===== config.mk =====
export PLATFORM = sky130hd
export DESIGN_NAME = arm64_packed_unwind_expander_core
export DESIGN_NICKNAME = d
export VERILOG_FILES = /design/src/hdl/a64pue_pkg.sv /design/src/hdl/a64pue_dp.sv /design/src/hdl/a64pue_ctrl.sv /design/src/hdl/arm64_packed_unwind_expander_core.sv
export SDC_FILE = /design/constraint.sdc
export NUM_CORES = 1
export LEC_CHECK = 0
export ABC_CLOCK_PERIOD_IN_PS = 6200
export BUFFER_PORTS_ARGS = -buffer_cell sky130_fd_sc_hd__buf_4
export CAP_MARGIN = 10
export CORE_MARGIN = 5
export CORE_UTILIZATION = 35
export DETAILED_ROUTE_END_ITERATION = 8
export PLACE_DENSITY = 0.62
export SETUP_SLACK_MARGIN = 0.5
export SYNTH_ARGS = -nofsm -noshare
export SYNTH_HDL_FRONTEND = slang
export SYNTH_SLANG_ARGS = --single-unit

===== constraint.sdc =====
create_clock -name clk -period 6.2 [get_ports clk]
set_input_delay 0.62 -clock clk [delete_from_list [all_inputs] [get_ports clk]]
set_output_delay 0.62 -clock clk [all_outputs]
set_load 0.005 [all_outputs]

===== src/hdl/a64pue_pkg.sv =====
package a64pue_pkg;

	// Phases of one word's run, in emission order; the value is also the bit
	// position in the presence vector, which has no bit for PH_MAL
	localparam int unsigned NUM_PHASES = 9;

	typedef enum logic [3:0] {
		PH_SIGN   = 4'd0,
		PH_INT    = 4'd1,
		PH_LR     = 4'd2,
		PH_FP     = 4'd3,
		PH_HOME   = 4'd4,
		PH_ALLOC1 = 4'd5,
		PH_ALLOC2 = 4'd6,
		PH_FPLR   = 4'd7,
		PH_SETFP  = 4'd8,
		PH_MAL    = 4'd9
	} phase_t;

	// Operation kinds
	localparam logic [2:0] OP_SIGN_RA       = 3'd0;
	localparam logic [2:0] OP_SAVE_REG_PRE  = 3'd1;
	localparam logic [2:0] OP_SAVE_PAIR_PRE = 3'd2;
	localparam logic [2:0] OP_SAVE_REG      = 3'd3;
	localparam logic [2:0] OP_SAVE_PAIR     = 3'd4;
	localparam logic [2:0] OP_ALLOC         = 3'd5;
	localparam logic [2:0] OP_SET_FP        = 3'd6;
	localparam logic [2:0] OP_NONE          = 3'd7;

	// Register classes
	localparam logic CLASS_GP = 1'b0;
	localparam logic CLASS_FP = 1'b1;

	// Result status codes
	localparam logic [1:0] ST_OK        = 2'd0;
	localparam logic [1:0] ST_PARTIAL   = 2'd1;
	localparam logic [1:0] ST_MALFORMED = 2'd2;

	// Flag codes of a packed word
	localparam logic [1:0] FLAG_PACKED      = 2'd1;
	localparam logic [1:0] FLAG_PACKED_FRAG = 2'd2;

	// CR codes
	localparam logic [1:0] CR_LR_SAVED   = 2'd1;
	localparam logic [1:0] CR_CHAIN_SIGN = 2'd2;
	localparam logic [1:0] CR_CHAIN      = 2'd3;

	// Register numbers
	localparam logic [5:0] REG_FIRST_INT = 6'd19;
	localparam logic [5:0] REG_FIRST_FP  = 6'd8;
	localparam logic [5:0] REG_FP        = 6'd29;
	localparam logic [5:0] REG_LR        = 6'd30;

	// Allocation limits
	localparam logic [12:0] MAX_SINGLE_ALLOC = 13'd4080;
	localparam logic [12:0] CHAIN_PAIR_LIMIT = 13'd512;

	// Controller to datapath
	typedef struct packed {
		logic   load;
		logic   emit;
		phase_t phase;
		logic   last;
	} dp_cmd_t;

	// Datapath to controller
	typedef struct packed {
		logic [NUM_PHASES-1:0] present;
		logic                  mal;
		logic                  done;
	} dp_stat_t;

endpackage


===== src/hdl/a64pue_dp.sv =====
module a64pue_dp (
	input  logic                clk,
	input  logic                arst_n,
	input  logic [31:0]         packed_word,
	input  a64pue_pkg::dp_cmd_t cmd,
	output a64pue_pkg::dp_stat_t stat,
	output logic [2:0]          op_kind,
	output logic                reg_class,
	output logic [5:0]          first_reg,
	output logic [5:0]          second_reg,
	output logic [12:0]         stack_offset,
	output logic [4:0]          op_index,
	output logic [1:0]          status,
	output logic                last
);

	// Word decode, ahead of the decode registers
	logic [1:0]  w_flag;
	logic [2:0]  w_regf;
	logic [3:0]  w_regi;
	logic        w_home;
	logic [1:0]  w_cr;
	logic [12:0] w_frame;
	logic [7:0]  d_int;
	logic [6:0]  d_fp;
	logic [8:0]  d_sum;
	logic [8:0]  d_saved;
	logic        d_mal;
	logic [12:0] d_local;

	assign w_flag  = packed_word[1:0];
	assign w_regf  = packed_word[15:13];
	assign w_regi  = packed_word[19:16];
	assign w_home  = packed_word[20];
	assign w_cr    = packed_word[22:21];
	assign w_frame = {packed_word[31:23], 4'b0000};

	always_comb begin
		d_int   = {1'b0, w_regi, 3'b000} + ((w_cr == a64pue_pkg::CR_LR_SAVED) ? 8'd8 : 8'd0);
		d_fp    = (w_regf != 3'd0) ? ({1'b0, w_regf, 3'b000} + 7'd8) : 7'd0;
		d_sum   = {1'b0, d_int} + {2'b00, d_fp} + (w_home ? 9'd64 : 9'd0) + 9'd15;
		d_saved = {d_sum[8:4], 4'b0000};
		d_mal   = !((w_flag == a64pue_pkg::FLAG_PACKED) ||
			(w_flag == a64pue_pkg::FLAG_PACKED_FRAG)) || ({4'b0000, d_saved} > w_frame);
		d_local = w_frame - {4'b0000, d_saved};
	end

	// Decode registers
	logic [2:0]  regf_q;
	logic [3:0]  regi_q;
	logic        home_q;
	logic [1:0]  cr_q;
	logic [7:0]  int_bytes_q;
	logic [6:0]  fp_bytes_q;
	logic [8:0]  saved_q;
	logic [12:0] local_q;
	logic        mal_q;

	always_ff @(posedge clk) begin
		if (cmd.load) begin
			regf_q      <= w_regf;
			regi_q      <= w_regi;
			home_q      <= w_home;
			cr_q        <= w_cr;
			int_bytes_q <= d_int;
			fp_bytes_q  <= d_fp;
			saved_q     <= d_saved;
			local_q     <= d_local;
			mal_q       <= d_mal;
		end
	end

	// Which phases this word produces
	logic chain;
	logic lr_pair;
	logic [a64pue_pkg::NUM_PHASES-1:0] present_c;

	always_comb begin
		chain   = (cr_q == a64pue_pkg::CR_CHAIN_SIGN) || (cr_q == a64pue_pkg::CR_CHAIN);
		lr_pair = (cr_q == a64pue_pkg::CR_LR_SAVED) && regi_q[0];
		present_c = '0;
		present_c[a64pue_pkg::PH_SIGN]   = (cr_q == a64pue_pkg::CR_CHAIN_SIGN);
		present_c[a64pue_pkg::PH_INT]    = (regi_q != 4'd0);
		present_c[a64pue_pkg::PH_LR]     = (cr_q == a64pue_pkg::CR_LR_SAVED) && !lr_pair;
		present_c[a64pue_pkg::PH_FP]     = (regf_q != 3'd0);
		present_c[a64pue_pkg::PH_HOME]   = home_q;
		present_c[a64pue_pkg::PH_ALLOC1] = chain ? (local_q > a64pue_pkg::CHAIN_PAIR_LIMIT)
			: (local_q != 13'd0);
		present_c[a64pue_pkg::PH_ALLOC2] = (local_q > a64pue_pkg::MAX_SINGLE_ALLOC);
		present_c[a64pue_pkg::PH_FPLR]   = chain;
		present_c[a64pue_pkg::PH_SETFP]  = chain;
	end

	// Loop position within the current phase, and run position
	logic [4:0] idx_q;
	logic [4:0] opidx_q;

	// Save loop terms
	logic [4:0]  regi5;
	logic [4:0]  nfp5;
	logic        int_first;
	logic        int_lastr;
	logic        int_paired;
	logic [5:0]  int_r1;
	logic        fp_carries;
	logic        fp_first;
	logic        fp_lastr;
	logic        fp_lead;
	logic [5:0]  fp_r1;
	logic [12:0] saved13;
	logic [12:0] idx_x8;

	always_comb begin
		regi5      = {1'b0, regi_q};
		nfp5       = {2'b00, regf_q} + 5'd1;
		int_first  = (idx_q == 5'd0);
		int_lastr  = ((idx_q + 5'd1) == regi5);
		int_paired = !int_lastr || lr_pair;
		int_r1     = a64pue_pkg::REG_FIRST_INT + {1'b0, idx_q};
		fp_carries = (regi_q == 4'd0) && (cr_q != a64pue_pkg::CR_LR_SAVED) && (regf_q != 3'd0);
		fp_first   = (idx_q == 5'd0);
		fp_lastr   = ((idx_q + 5'd1) == nfp5);
		fp_lead    = fp_first && fp_carries;
		fp_r1      = a64pue_pkg::REG_FIRST_FP + {1'b0, idx_q};
		saved13    = {4'b0000, saved_q};
		idx_x8     = {5'b00000, idx_q, 3'b000};
	end

	// Fields of the current step
	logic [2:0]  s_kind;
	logic        s_class;
	logic [5:0]  s_r1;
	logic [5:0]  s_r2;
	logic [12:0] s_off;
	logic [1:0]  s_status;
	logic        s_done;

	always_comb begin
		s_kind  = a64pue_pkg::OP_NONE;
		s_class = a64pue_pkg::CLASS_GP;
		s_r1    = 6'd0;
		s_r2    = 6'd0;
		s_off   = 13'd0;
		s_done  = 1'b1;
		if (mal_q)
			s_status = a64pue_pkg::ST_MALFORMED;
		else if (regf_q == 3'd1)
			s_status = a64pue_pkg::ST_PARTIAL;
		else
			s_status = a64pue_pkg::ST_OK;
		unique case (cmd.phase)
			a64pue_pkg::PH_SIGN: begin
				s_kind = a64pue_pkg::OP_SIGN_RA;
				s_r1   = a64pue_pkg::REG_LR;
			end
			a64pue_pkg::PH_INT: begin
				if (int_first)
					s_kind = int_paired ? a64pue_pkg::OP_SAVE_PAIR_PRE
						: a64pue_pkg::OP_SAVE_REG_PRE;
				else
					s_kind = int_paired ? a64pue_pkg::OP_SAVE_PAIR : a64pue_pkg::OP_SAVE_REG;
				s_r1   = int_r1;
				s_r2   = int_paired ? (int_lastr ? a64pue_pkg::REG_LR : int_r1 + 6'd1) : 6'd0;
				s_off  = int_first ? saved13 : idx_x8;
				s_done = ((idx_q + 5'd2) >= regi5);
			end
			a64pue_pkg::PH_LR: begin
				s_r1 = a64pue_pkg::REG_LR;
				if (regi_q == 4'd0) begin
					s_kind = a64pue_pkg::OP_SAVE_REG_PRE;
					s_off  = saved13;
				end else begin
					s_kind = a64pue_pkg::OP_SAVE_REG;
					s_off  = {5'b00000, int_bytes_q} - 13'd8;
				end
			end
			a64pue_pkg::PH_FP: begin
				if (fp_lead)
					s_kind = fp_lastr ? a64pue_pkg::OP_SAVE_REG_PRE
						: a64pue_pkg::OP_SAVE_PAIR_PRE;
				else
					s_kind = fp_lastr ? a64pue_pkg::OP_SAVE_REG : a64pue_pkg::OP_SAVE_PAIR;
				s_class = a64pue_pkg::CLASS_FP;
				s_r1    = fp_r1;
				s_r2    = fp_lastr ? 6'd0 : fp_r1 + 6'd1;
				s_off   = fp_lead ? saved13 : ({5'b00000, int_bytes_q} + idx_x8);
				s_done  = ((idx_q + 5'd2) >= nfp5);
			end
			a64pue_pkg::PH_HOME: begin
				s_kind = a64pue_pkg::OP_SAVE_PAIR;
				s_r1   = {3'b000, idx_q[1:0], 1'b0};
				s_r2   = {3'b000, idx_q[1:0], 1'b1};
				s_off  = {5'b00000, int_bytes_q} + {6'b000000, fp_bytes_q}
					+ {4'b0000, idx_q, 4'b0000};
				s_done = (idx_q[1:0] == 2'd3);
			end
			a64pue_pkg::PH_ALLOC1: begin
				s_kind = a64pue_pkg::OP_ALLOC;
				s_off  = (local_q > a64pue_pkg::MAX_SINGLE_ALLOC) ? a64pue_pkg::MAX_SINGLE_ALLOC
					: local_q;
			end
			a64pue_pkg::PH_ALLOC2: begin
				s_kind = a64pue_pkg::OP_ALLOC;
				s_off  = local_q - a64pue_pkg::MAX_SINGLE_ALLOC;
			end
			a64pue_pkg::PH_FPLR: begin
				s_r1 = a64pue_pkg::REG_FP;
				s_r2 = a64pue_pkg::REG_LR;
				if (local_q <= a64pue_pkg::CHAIN_PAIR_LIMIT) begin
					s_kind = a64pue_pkg::OP_SAVE_PAIR_PRE;
					s_off  = local_q;
				end else begin
					s_kind = a64pue_pkg::OP_SAVE_PAIR;
				end
			end
			a64pue_pkg::PH_SETFP: begin
				s_kind = a64pue_pkg::OP_SET_FP;
				s_r1   = a64pue_pkg::REG_FP;
			end
			a64pue_pkg::PH_MAL: begin
				s_status = a64pue_pkg::ST_MALFORMED;
			end
			default: begin
				s_done = 1'b1;
			end
		endcase
	end

	// Status to the controller
	assign stat = '{present: present_c, mal: mal_q, done: s_done};

	// Loop and run counters
	always_ff @(posedge clk or negedge arst_n) begin
		if (!arst_n) begin
			idx_q   <= 5'd0;
			opidx_q <= 5'd0;
		end else if (cmd.load) begin
			idx_q   <= 5'd0;
			opidx_q <= 5'd0;
		end else if (cmd.emit) begin
			opidx_q <= opidx_q + 5'd1;
			if (s_done)
				idx_q <= 5'd0;
			else if (cmd.phase == a64pue_pkg::PH_HOME)
				idx_q <= idx_q + 5'd1;
			else
				idx_q <= idx_q + 5'd2;
		end
	end

	// Result register
	logic [2:0]  kind_q;
	logic        class_q;
	logic [5:0]  r1_q;
	logic [5:0]  r2_q;
	logic [12:0] off_q;
	logic [4:0]  index_q;
	logic [1:0]  status_q;
	logic        last_q;

	always_ff @(posedge clk) begin
		if (cmd.emit) begin
			kind_q   <= s_kind;
			class_q  <= s_class;
			r1_q     <= s_r1;
			r2_q     <= s_r2;
			off_q    <= s_off;
			index_q  <= opidx_q;
			status_q <= s_status;
			last_q   <= cmd.last;
		end
	end

	assign op_kind      = kind_q;
	assign reg_class    = class_q;
	assign first_reg    = r1_q;
	assign second_reg   = r2_q;
	assign stack_offset = off_q;
	assign op_index     = index_q;
	assign status       = status_q;
	assign last         = last_q;

endmodule


===== src/hdl/a64pue_ctrl.sv =====
module a64pue_ctrl (
	input  logic                 clk,
	input  logic                 arst_n,
	input  logic                 in_valid,
	output logic                 in_stall,
	output logic                 out_valid,
	input  logic                 out_stall,
	input  a64pue_pkg::dp_stat_t stat,
	output a64pue_pkg::dp_cmd_t  cmd
);

	typedef enum logic [11:0] {
		S_IDLE   = 12'b0000_0000_0001,
		S_DEC    = 12'b0000_0000_0010,
		S_MAL    = 12'b0000_0000_0100,
		S_SIGN   = 12'b0000_0000_1000,
		S_INT    = 12'b0000_0001_0000,
		S_LR     = 12'b0000_0010_0000,
		S_FP     = 12'b0000_0100_0000,
		S_HOME   = 12'b0000_1000_0000,
		S_ALLOC1 = 12'b0001_0000_0000,
		S_ALLOC2 = 12'b0010_0000_0000,
		S_FPLR   = 12'b0100_0000_0000,
		S_SETFP  = 12'b1000_0000_0000
	} state_t;

	// First phase still to come, or idle when none is left
	function automatic state_t first_state(input logic [a64pue_pkg::NUM_PHASES-1:0] p);
		state_t s;
		priority if (p[a64pue_pkg::PH_SIGN])   s = S_SIGN;
		else if (p[a64pue_pkg::PH_INT])        s = S_INT;
		else if (p[a64pue_pkg::PH_LR])         s = S_LR;
		else if (p[a64pue_pkg::PH_FP])         s = S_FP;
		else if (p[a64pue_pkg::PH_HOME])       s = S_HOME;
		else if (p[a64pue_pkg::PH_ALLOC1])     s = S_ALLOC1;
		else if (p[a64pue_pkg::PH_ALLOC2])     s = S_ALLOC2;
		else if (p[a64pue_pkg::PH_FPLR])       s = S_FPLR;
		else if (p[a64pue_pkg::PH_SETFP])      s = S_SETFP;
		else                                   s = S_IDLE;
		return s;
	endfunction

	state_t state_q;
	state_t state_d;
	logic   out_valid_q;
	logic   adv;
	logic   emitting;
	logic [a64pue_pkg::NUM_PHASES-1:0] rest;
	a64pue_pkg::phase_t phase;

	// Phase driven to the datapath in each state
	always_comb begin
		emitting = 1'b1;
		unique case (state_q)
			S_IDLE:   begin phase = a64pue_pkg::PH_MAL; emitting = 1'b0; end
			S_DEC:    begin phase = a64pue_pkg::PH_MAL; emitting = 1'b0; end
			S_MAL:    phase = a64pue_pkg::PH_MAL;
			S_SIGN:   phase = a64pue_pkg::PH_SIGN;
			S_INT:    phase = a64pue_pkg::PH_INT;
			S_LR:     phase = a64pue_pkg::PH_LR;
			S_FP:     phase = a64pue_pkg::PH_FP;
			S_HOME:   phase = a64pue_pkg::PH_HOME;
			S_ALLOC1: phase = a64pue_pkg::PH_ALLOC1;
			S_ALLOC2: phase = a64pue_pkg::PH_ALLOC2;
			S_FPLR:   phase = a64pue_pkg::PH_FPLR;
			S_SETFP:  phase = a64pue_pkg::PH_SETFP;
			default:  begin phase = a64pue_pkg::PH_MAL; emitting = 1'b0; end
		endcase
	end

	// Phases after the current one that still produce results
	always_comb begin
		if (state_q == S_DEC)
			rest = stat.present;
		else
			rest = stat.present & ({a64pue_pkg::NUM_PHASES{1'b1}} << (phase + 4'd1));
	end

	assign adv = !out_valid_q || !out_stall;

	// Commands and next state
	always_comb begin
		cmd.load  = (state_q == S_IDLE) && in_valid;
		cmd.emit  = emitting && adv;
		cmd.phase = phase;
		cmd.last  = stat.done && (rest == '0);
		state_d   = state_q;
		if (state_q == S_IDLE) begin
			if (in_valid)
				state_d = S_DEC;
		end else if (state_q == S_DEC) begin
			state_d = stat.mal ? S_MAL : first_state(rest);
		end else if (cmd.emit && stat.done) begin
			state_d = first_state(rest);
		end
	end

	always_ff @(posedge clk or negedge arst_n) begin
		if (!arst_n) begin
			state_q     <= S_IDLE;
			out_valid_q <= 1'b0;
		end else begin
			state_q <= state_d;
			if (cmd.emit)
				out_valid_q <= 1'b1;
			else if (!out_stall)
				out_valid_q <= 1'b0;
		end
	end

	assign in_stall  = (state_q != S_IDLE);
	assign out_valid = out_valid_q;

endmodule


===== src/hdl/arm64_packed_unwind_expander_core.sv =====
// Expands one ARM64 packed unwind word into its run of prologue operations,
// one result transaction per operation, in prologue order, with last set on
// the final one; a word that is not packed or whose saves overrun its frame
// gives a single malformed result, and a word with nothing to describe gives
// none. Words are handled one at a time: a taken word is first decoded into
// the decode registers, then one result per cycle goes into the output
// register while it is not stalled, and the next word is taken the cycle
// after the last result is loaded. The longest run is 21 results. The
// sequencer state machine steps through the phases.
module arm64_packed_unwind_expander_core (
	input  logic        clk,
	input  logic        arst_n,
	input  logic        in_valid,
	output logic        in_stall,
	input  logic [31:0] packed_word,
	output logic        out_valid,
	input  logic        out_stall,
	output logic [2:0]  op_kind,
	output logic        reg_class,
	output logic [5:0]  first_reg,
	output logic [5:0]  second_reg,
	output logic [12:0] stack_offset,
	output logic [4:0]  op_index,
	output logic [1:0]  status,
	output logic        last
);

	a64pue_pkg::dp_cmd_t  cmd;
	a64pue_pkg::dp_stat_t stat;

	// Sequencer
	a64pue_ctrl u_ctrl (
		.clk       (clk),
		.arst_n    (arst_n),
		.in_valid  (in_valid),
		.in_stall  (in_stall),
		.out_valid (out_valid),
		.out_stall (out_stall),
		.stat      (stat),
		.cmd       (cmd)
	);

	// Decode and field generation
	a64pue_dp u_dp (
		.clk          (clk),
		.arst_n       (arst_n),
		.packed_word  (packed_word),
		.cmd          (cmd),
		.stat         (stat),
		.op_kind      (op_kind),
		.reg_class    (reg_class),
		.first_reg    (first_reg),
		.second_reg   (second_reg),
		.stack_offset (stack_offset),
		.op_index     (op_index),
		.status       (status),
		.last         (last)
	);

`ifndef SYNTHESIS
	// A malformed word yields exactly one result
	assert property (@(posedge clk) disable iff (!arst_n)
		(out_valid && (status == a64pue_pkg::ST_MALFORMED)) |->
		(last && (op_index == 5'd0) && (op_kind == a64pue_pkg::OP_NONE)))
		else $error("malformed result not a lone terminal result");

	// A taken word holds off the next one while it is decoded
	assert property (@(posedge clk) disable iff (!arst_n)
		(in_valid && !in_stall) |=> in_stall)
		else $error("input taken again straight after a word");

	// No run is longer than the longest prologue
	assert property (@(posedge clk) disable iff (!arst_n)
		out_valid |-> (op_index <= 5'd21))
		else $error("run index out of range");

	// Return-address signing only ever opens a run
	assert property (@(posedge clk) disable iff (!arst_n)
		(out_valid && (op_kind == a64pue_pkg::OP_SIGN_RA)) |-> (op_index == 5'd0))
		else $error("signing step not first in run");
`endif

endmodule

# Yosys cells after proc, flatten, opt, wreduce, memory -nomap -nowiden
# Index checks and enable logic that the tools add are counted.
[classes]
add_sub_neg = 20
order_cmp = 6
eq_ne = 35
n_shift = 1
muxes = 52
n_bitwise = 1
reduce_logical = 35
[op_table]
columns = ["op", "count"]
rows = [
  ["$mux W12", 14],
  ["$pmux W13 S7", 1],
  ["$mux W13", 4],
  ["$pmux W4 S9", 1],
  ["$mux W5", 6],
  ["$pmux W6 S5", 1],
  ["$pmux W3 S8", 1],
  ["$pmux W6 S4", 1],
  ["$add A8 B7 Y9", 2],
  ["$mux W6", 3],
  ["$mux W9", 2],
  ["$eq A4 B3 Y1 const B", 4],
  ["$mux W3", 5],
  ["$mux W7", 2],
  ["$add A13 B9 Y13", 1],
  ["$gt A13 B10 Y1 const B", 1],
  ["$gt A13 B12 Y1 const B", 1],
  ["$gt A9 B13 Y1", 1],
  ["$le A13 B10 Y1 const B", 1],
  ["$reduce_bool A13 Y1", 1],
  ["$sub A13 B12 Y13 const B", 1],
  ["$sub A13 B9 Y13", 1],
  ["$add A6 B1 Y6 const B", 2],
  ["$eq A12 B1 Y1 const B", 1],
  ["other kinds (54)", 92],
]
[totals]
register_bits = 104
input_bits = 36
out_inout_bits = 39
wordCells = 171

# Longest topological paths before layout
# Gate-level depths: netlist (run 1).
[depth]
depth_word = 18
ltp_mapped = 16
ltp_nobuf = 16

# Modules after synthesis
# Synthesis (run 1) repeated with hierarchy kept, for this count alone.
[unflattened]
cells_unflattened = 715
area_unflattened_um2 = 6975.4
[modules_own_cells]
columns = ["module", "n_inst", "cells_each", "area_per_inst_um2", "seq_area_each_um2"]
rows = [
  ["a64pue_dp", 1, 532, 5597.9, 2292.2],
  ["a64pue_ctrl", 1, 183, 1377.6, 326.6],
]

# Worst setup path before layout (run 1)
# No wires, ideal clock.
[synth_timing]
path_kind = "input port to flip-flop"
start = "input port packed_word[21]"
end = "register u_dp.local_q[11], data pin"
setup_time_ns = 0.271
t_arrival_ns = 3.324
required_time_ns = 5.929
setup_slack_ns = 2.605
cell_stages = 14
path_buffers = 0
cell_sequence = "nor2b_1 > ha_1 > ha_1 > ha_1 > ha_1 > inv_1 > fa_1 > ha_1 > a21o_1 > a21o_1 > a21oi_1 > nor2b_1 > nor4_1 > xor2_1"
[synth_between]
elab_chain_cells = 7
[synth_lines]
columns = ["item", "line_no", "text"]
rows = [
  ["start: declaration", "arm64_packed_unwind_expander_core.sv:15", "input logic [31:0] packed_word,"],
  ["$eq A2 B1 Y1", "a64pue_dp.sv:39", "d_int = {1'b0, w_regi, 3'b000} + ((w_cr == a64pue_pkg::CR_LR_SAVED) ? 8'd8 : 8'd0);"],
  ["$mux W4", "a64pue_dp.sv:39", ""],
  ["$add A7 B8 Y8", "a64pue_dp.sv:39", ""],
  ["named net u_dp.d_int[4]", "a64pue_dp.sv:24", "logic [7:0] d_int;"],
  ["$add A8 B7 Y9", "a64pue_dp.sv:41", "d_sum = {1'b0, d_int} + {2'b00, d_fp} + (w_home ? 9'd64 : 9'd0) + 9'd15;"],
  ["$add A9 B9 Y9", "a64pue_dp.sv:41", ""],
  ["$add A9 B4 Y9", "a64pue_dp.sv:41", ""],
  ["$sub A13 B9 Y13", "a64pue_dp.sv:45", "d_local = w_frame - {4'b0000, d_saved};"],
  ["named net u_dp.d_local[11]", "a64pue_dp.sv:29", "logic [12:0] d_local;"],
  ["end signal: assignment", "a64pue_dp.sv:68", "local_q <= d_local;"],
  ["end: declaration", "a64pue_dp.sv:56", "logic [12:0] local_q;"],
]
# The timed path passes the listed nets, and every way through them passes these cells.
# A chain may end at the register's enable or synchronous reset.

==> results of run 1 <==
==> area by class of cell <==
| type | instances | area [sq um] | area share [%] |
|---|---|---|---|
| clock buffer | 12 | 256.5 | 3.202 |
| clock inverter | 4 | 72.57 | 0.9060 |
| inverter | 57 | 220.2 | 2.749 |
| multi-input combinational | 543 | 4046 | 50.52 |
| sequential | 91 | 2619 | 32.69 |
| tap | 270 | 337.8 | 4.217 |
| timing repair buffer | 61 | 457.9 | 5.717 |
==> kinds of logic (layout without fill, tap and decap cells) <==
logic type | after synthesis | in the layout | synth area share, %
AO/OA/AOI/OAI | 180 | 180 | 17.66
XOR/XNOR | 57 | 57 | 7.241
adder cells (fa/ha/maj) | 68 | 68 | 12.61
buffers and inverters | 92 | 134 | 6.146
flip-flops | 91 | 91 | 36.97
multiplexers | 6 | 6 | 0.8831
other | 1 | 3 | 0.05293
AND/OR/NAND/NOR | 229 | 229 | 18.44
==> through the flow <==
stage	cell area, sq um	setup WS, ps	util, %	total power [mW]	hold WS [ps]
global route	8010	1729	39.84	1.446	177.2
floorplan	7092	2605	-	0.7612	324.4
global placement	7681	2057	38.21	0.7961	451.3
finish	8010	1959	39.84	1.386	154.7
detailed placement	7681	2040	38.21	0.8002	468.8
CTS	8010	2019	39.84	1.402	157.2
==> worst max-delay path by stage <==
stage | start | endpoint | slack [ps] | cells after the start
detailed placement | u_ctrl.state_q[2] | u_dp.last | 2040 | 12
finish | u_ctrl.state_q[2] | u_dp.last | 1960 | 12
global placement | u_ctrl.state_q[2] | u_ctrl.state_q[8] | 2060 | 11
CTS | u_ctrl.state_q[2] | u_ctrl.state_q[8] | 2020 | 11
floorplan | packed_word[21] | u_dp.local_q[11] | 2600 | 14
global route | u_ctrl.state_q[2] | u_dp.last | 1730 | 12
==> layer usage <==
| layer | track usage [%] | wire length (um) |
|---|---|---|
| met4 | 5.651 | 362 |
| met2 | 23.77 | 8089 |
| met1 | 21.93 | 8411 |
| met5 | 0 | 0 |
| met3 | 3.181 | 1109 |
==> cell usage in the layout (no fill, tap or decap), types with 30 or more instances in the layout <==
cell type,Yosys,final
edfxtp_1,68,68
ha_1,61,61
buf_4,6,61
inv_1,53,53
nand2_1,53,53
nor2_1,42,42
a21oi_1,41,41
xnor2_1,30,30
==> worst max-delay path, stage by stage, from the launching register on <==
cell and delay (ps):
dfrtp_1 520, or4_4 650, nor4b_1 390, a32o_1 240, ha_1 390, inv_1 170, ha_1 410, inv_1 90
and3_1 180, o311ai_0 520, o2bb2ai_1 160, o221ai_1 160, nor2_1 90
==> power by group <==
| group | leakage [nW] | internal, mW | switching, mW |
|---|---|---|---|
| sequential | 0.931 | 0.663 | 0.0000000000000000462 |
| clock | 0.160 | 0.374 | 0.227 |
| combinational | 2.27 | 0.0581 | 0.0640 |
==> metrics, run 1 <==
Finished Layout Cells 1,038; critical path startpoint category flop; CTS H-tree lvls 3; Hold WC Path Type in2async; Avg Inst Size Synth 9.785 sq um; Yosys cell types 94; R2R cell count 12; Async S/R FF share, synth 25.27%; Worst setup EP type flop; post-synth top area share 28.82%; num rows 52; Hold Fails Final Rpt 0; Tmin final approximately 4200 ps; # IOs 75; Top reg by flops u_ctrl.state_q; Sink Count 91; Post-CTS Setup Bufs 0; drt drc 0; Post-Syn Area 7084 sq um; Slew HR a little under two fifths; Reg clk slew, reported paths 60 ps; # setup viols final 0; Critical R2R Launch u_ctrl.state_q[2]; Leak 3.359 nW; largest net degree at the start of global routing 41; Die ar. 23,190 sq um; vias in the first global route 5,437; Synth warnings 0; Pre-antenna DRT Iters 5; WS Path Type reg2reg; GR Overflow Total 0; core area around 20,000 sq um; Synth Register Bits 91; final net count 866; cts repair resizes 0; global placer's final weighted congestion ~0.91; Clk Latency, worst-skew pair 350 ps; initial antenna violation count 0; Post-synth EDFFs slightly below 70; CTS tree yes; Synth top cells by count edfxtp_1, ha_1, inv_1, nand2_1, nor2_1; Worst EP arrival 4330 ps; Mapped Cells 724; Req. time, crit path 6290 ps; Yosys top cell by area edfxtp_1; final setup TNS 0 ps; CP Max Fanout 10; CTS root buf clkbuf_16; Filler Cell Count between 1,500 and 2,000; die width 152.3 um; antenna viol nets, final 0; final WL 17,970 um; diode count 0; ys flop type edfxtp_1; Placed Cells incl. Taps 1,022; layout cells sized above 1 14.45%; Port Buffers 60; Worst R2R Setup Slack about 2000 ps; status completed; max reg flops 12; Max-Cap Viols 0; Final period util about two thirds; maximum clock frequency 0.2358 GHz; routed vias/inst 5.439; Slew Limit Fails 0; Clock Skew 5.720 ps; CTS Buffer Depth 2; DR vias around 5,600; most common cell in the netlist edfxtp_1; Initial Util a little over a third; Total GRT Usage 15.58%; Max VDD drop 116.6 uV; RSZ-0062 raised after global routing false; synth top area cells edfxtp_1, ha_1, dfrtp_1; Area Growth Syn to Fin 13.07%; Least-Margin Pin Slew roughly 950 ps; Crit Reg-Reg Endpoint u_dp.last; TritonCTS Buffers 9; Seq/Total Area, Yosys 36.97%; first-pass GRT wire length approximately 29,000 um; die height 152.3 um; hold_buf cts 0; Initial DRC Count between 600 and 700; WL/cell 17.31 um; HPWL Detailed 13,800 um; Cell Pwr Density 173.1 nW/um^2
(Power assumes the default switching activity.)
==> run 2, diff against run 1 <==
- ABC_CLOCK_PERIOD_IN_PS: 6200 -> 4000
- clock period: 6.2 -> 4 ns (I/O delays scaled with it)
==> metrics, run 2 (synthesis results as in run 1) <==
status completed (unchanged); Slowest-stage cell, CP or4_4 (unchanged); Pre-antenna DRT Iters 5 (unchanged); Least-Margin Pin Slew 684.5 ps (was 945.5 ps); Critical R2R Launch u_ctrl.state_q[2] (unchanged); Worst setup EP type flop (unchanged); Top reg by flops u_ctrl.state_q (unchanged); final setup TNS 0 ps (unchanged); hold path start packed_word[21]; maximum clock frequency 0.2974 GHz (was 0.2358 GHz); # IOs 75 (unchanged); final core occ 41.27% (was 39.84%); Reg clk slew, reported paths 70 ps (was 60 ps); Area Growth Syn to Fin 17.13% (was 13.07%); max reg flops 12 (unchanged); layout cells sized above 1 19.70% (was 14.45%); core area 20,100 sq um (unchanged); TritonCTS Buffers 9 (unchanged); RSZ-0062 raised after global routing true (was false); Slew HR 54.02% (was 36.96%); Max VDD drop 193.6 uV (was 116.6 uV); Die ar. 23,190 sq um (unchanged); HPWL Detailed 14,510 um (was 13,800 um); largest net degree at the start of global routing 36 (was 41); CP Max Fanout 9 (was 10); hold slack final 227.6 ps (was 154.7 ps); Worst R2R Setup Slack 640 ps (was 1960 ps); Hold WC Path Type in2reg (was in2async); critical path startpoint category flop (unchanged); commonest non-fill, non-tap cell in the layout buf_4 (was edfxtp_1); Pwr Total 2.017 mW (was 1.386 mW); drt drc 0 (unchanged); Sink Count 91 (unchanged); antenna viol nets, final 0 (unchanged); routed vias/inst 5.388 (was 5.439); final net count 900 (was 866); # setup viols final 0 (unchanged); Crit Reg-Reg Endpoint u_ctrl.state_q[11] (was u_dp.last); die width 152.3 um (unchanged); CTS tree yes (unchanged); Req. time, crit path 4310 ps (was 6290 ps); Leak 3.500 nW (was 3.359 nW); CP Cell Sequence or4_4 -> nor4b_4 -> a32o_1 -> ha_2 -> buf_4 -> o21ai_0 -> a21oi_1 -> a221oi_1 -> buf_4 -> o32a_2 -> or3_1 -> nand2_1 (was or4_4 -> nor4b_1 -> a32o_1 -> ha_1 -> inv_1 -> ha_1 -> inv_1 -> and3_1 -> o311ai_0 -> o2bb2ai_1 -> o221ai_1 -> nor2_1); num rows 52 (unchanged); hold worst-path end u_dp.cr_q[0]; Cell Pwr Density 243.0 nW/um^2 (was 173.1 nW/um^2); Tmin final 3362 ps (was 4241 ps); Hold Fails Final Rpt 0 (unchanged); Total GRT Usage 16.02% (was 15.58%); Final period util 84.05% (was 68.40%); CTS H-tree lvls 3 (unchanged); R2R cell count 12 (unchanged); global placer's final weighted congestion 0.9204 (was 0.9141); DR vias 5,776 (was 5,646); pre-CTS setup slack 128.0 ps (was 2040 ps); vias in the first global route 5,571 (was 5,437); diode count 0 (unchanged); CTS Buffer Depth 2 (unchanged); final WL 18,600 um (was 17,970 um); die height 152.3 um (unchanged); CP max stage delay 570 ps (was 650 ps); Max-Cap Viols 0 (unchanged); Clock Skew 9.379 ps (was 5.720 ps); Clk Latency, worst-skew pair 360 ps (was 350 ps); GR Overflow Total 0 (unchanged); hold path cells 1; Crit path buffers/inverters 2 (unchanged); Port Buffers 60 (unchanged); initial antenna violation count 0 (unchanged); first-pass GRT wire length 29,990 um (was 29,440 um); fin worst setup slack 638.0 ps (was 1959 ps); Initial Util 35.24% (unchanged); Slew Limit Fails 0 (unchanged); CP most frequent cell buf_4; CTS root buf clkbuf_16 (unchanged); Initial DRC Count 465 (was 668); cell family with most CP delay simple AND/OR/NAND/NOR gates (unchanged); most frequent cells in the layout buf_4, edfxtp_1, ha_1 (was edfxtp_1, ha_1, buf_4); WS Path Type reg2reg (unchanged); Worst EP arrival 3670 ps (was 4330 ps); WL/cell 17.35 um (was 17.31 um)
run 2: cell types whose count changed in the layout (fill, tap and decap cells not counted), sizes merged:
cell         before  now
buf              61   94
inv              53   54
clkinvlp          0    3
clkbuf           12   10
bufinv            2    0
dlygate4sd3       0    1
run 2: worst register-to-register path, cell delays in order (launching register included):
cell and delay (ps):
dfrtp_1 390, or4_4 570, nor4b_4 310, a32o_1 220, ha_2 230, buf_4 150
o21ai_0 90, a21oi_1 150, a221oi_1 70, buf_4 170, o32a_2 480, or3_1 420
nand2_1 70
run 2: what timing repair did:
action | in CTS | in global routing
pin swaps | 2 | 5
endpoints found under the hold margin | 22 | 0
resized for setup | 4 | 13
hold buffers | 1 | 0
setup buffers | 1 | 4
endpoints found under the setup margin | 10 | 17
run 2: worst max-delay path by stage:
stage,from,endpoint,slack (ps),cells after the start
2_1_floorplan,u_ctrl.state_q[2],u_ctrl.state_q[8],560,14
3_3_place_gp,packed_word[22],u_dp.local_q[11],180,17
3_5_place_dp,packed_word[22],u_dp.local_q[11],130,17
4_1_cts,u_ctrl.state_q[2],u_dp.last,520,12
5_1_grt,u_ctrl.state_q[2],u_dp.last,460,12
6_report,u_ctrl.state_q[2],u_ctrl.state_q[11],640,12
run 2: metrics by stage:
step / cell area (sq um) / cells
final: 8298 / 1072
after global routing: 8298 / 1072
after CTS: 8194 / 1068
after detailed placement: 7898 / 1050
after global placement: 7898 / 1050
after floorplan: 7098 / 726
run 2: cell type report:
type                            count  area, sq um
Fill cell                        1981        11810
Multi-Input combinational cell    543         4135
Sequential cell                    91         2620
Timing Repair Buffer               95        715.7
Tap cell                          270        337.8
Clock buffer                       10        229.0
Inverter                           57        220.2
Clock inverter                      6        40.04
run 2: power by group:
| part | total (mW) | leakage [nW] | switching (mW) | internal, mW |
|---|---|---|---|---|
| clock | 0.794 | 0.123 | 0.374 | 0.420 |
| sequential | 1.03 | 0.930 | 0.0000000000000000669 | 1.03 |
| combinational | 0.196 | 2.45 | 0.102 | 0.0939 |
| total | 2.02 | 3.50 | 0.476 | 1.54 |
run 2: routing by layer:
metal	wire length, um	GRT usage (%)
met1	8767	22.41
met2	8456	24.51
met3	1023	3.948
met4	356	5.009
met5	0	0
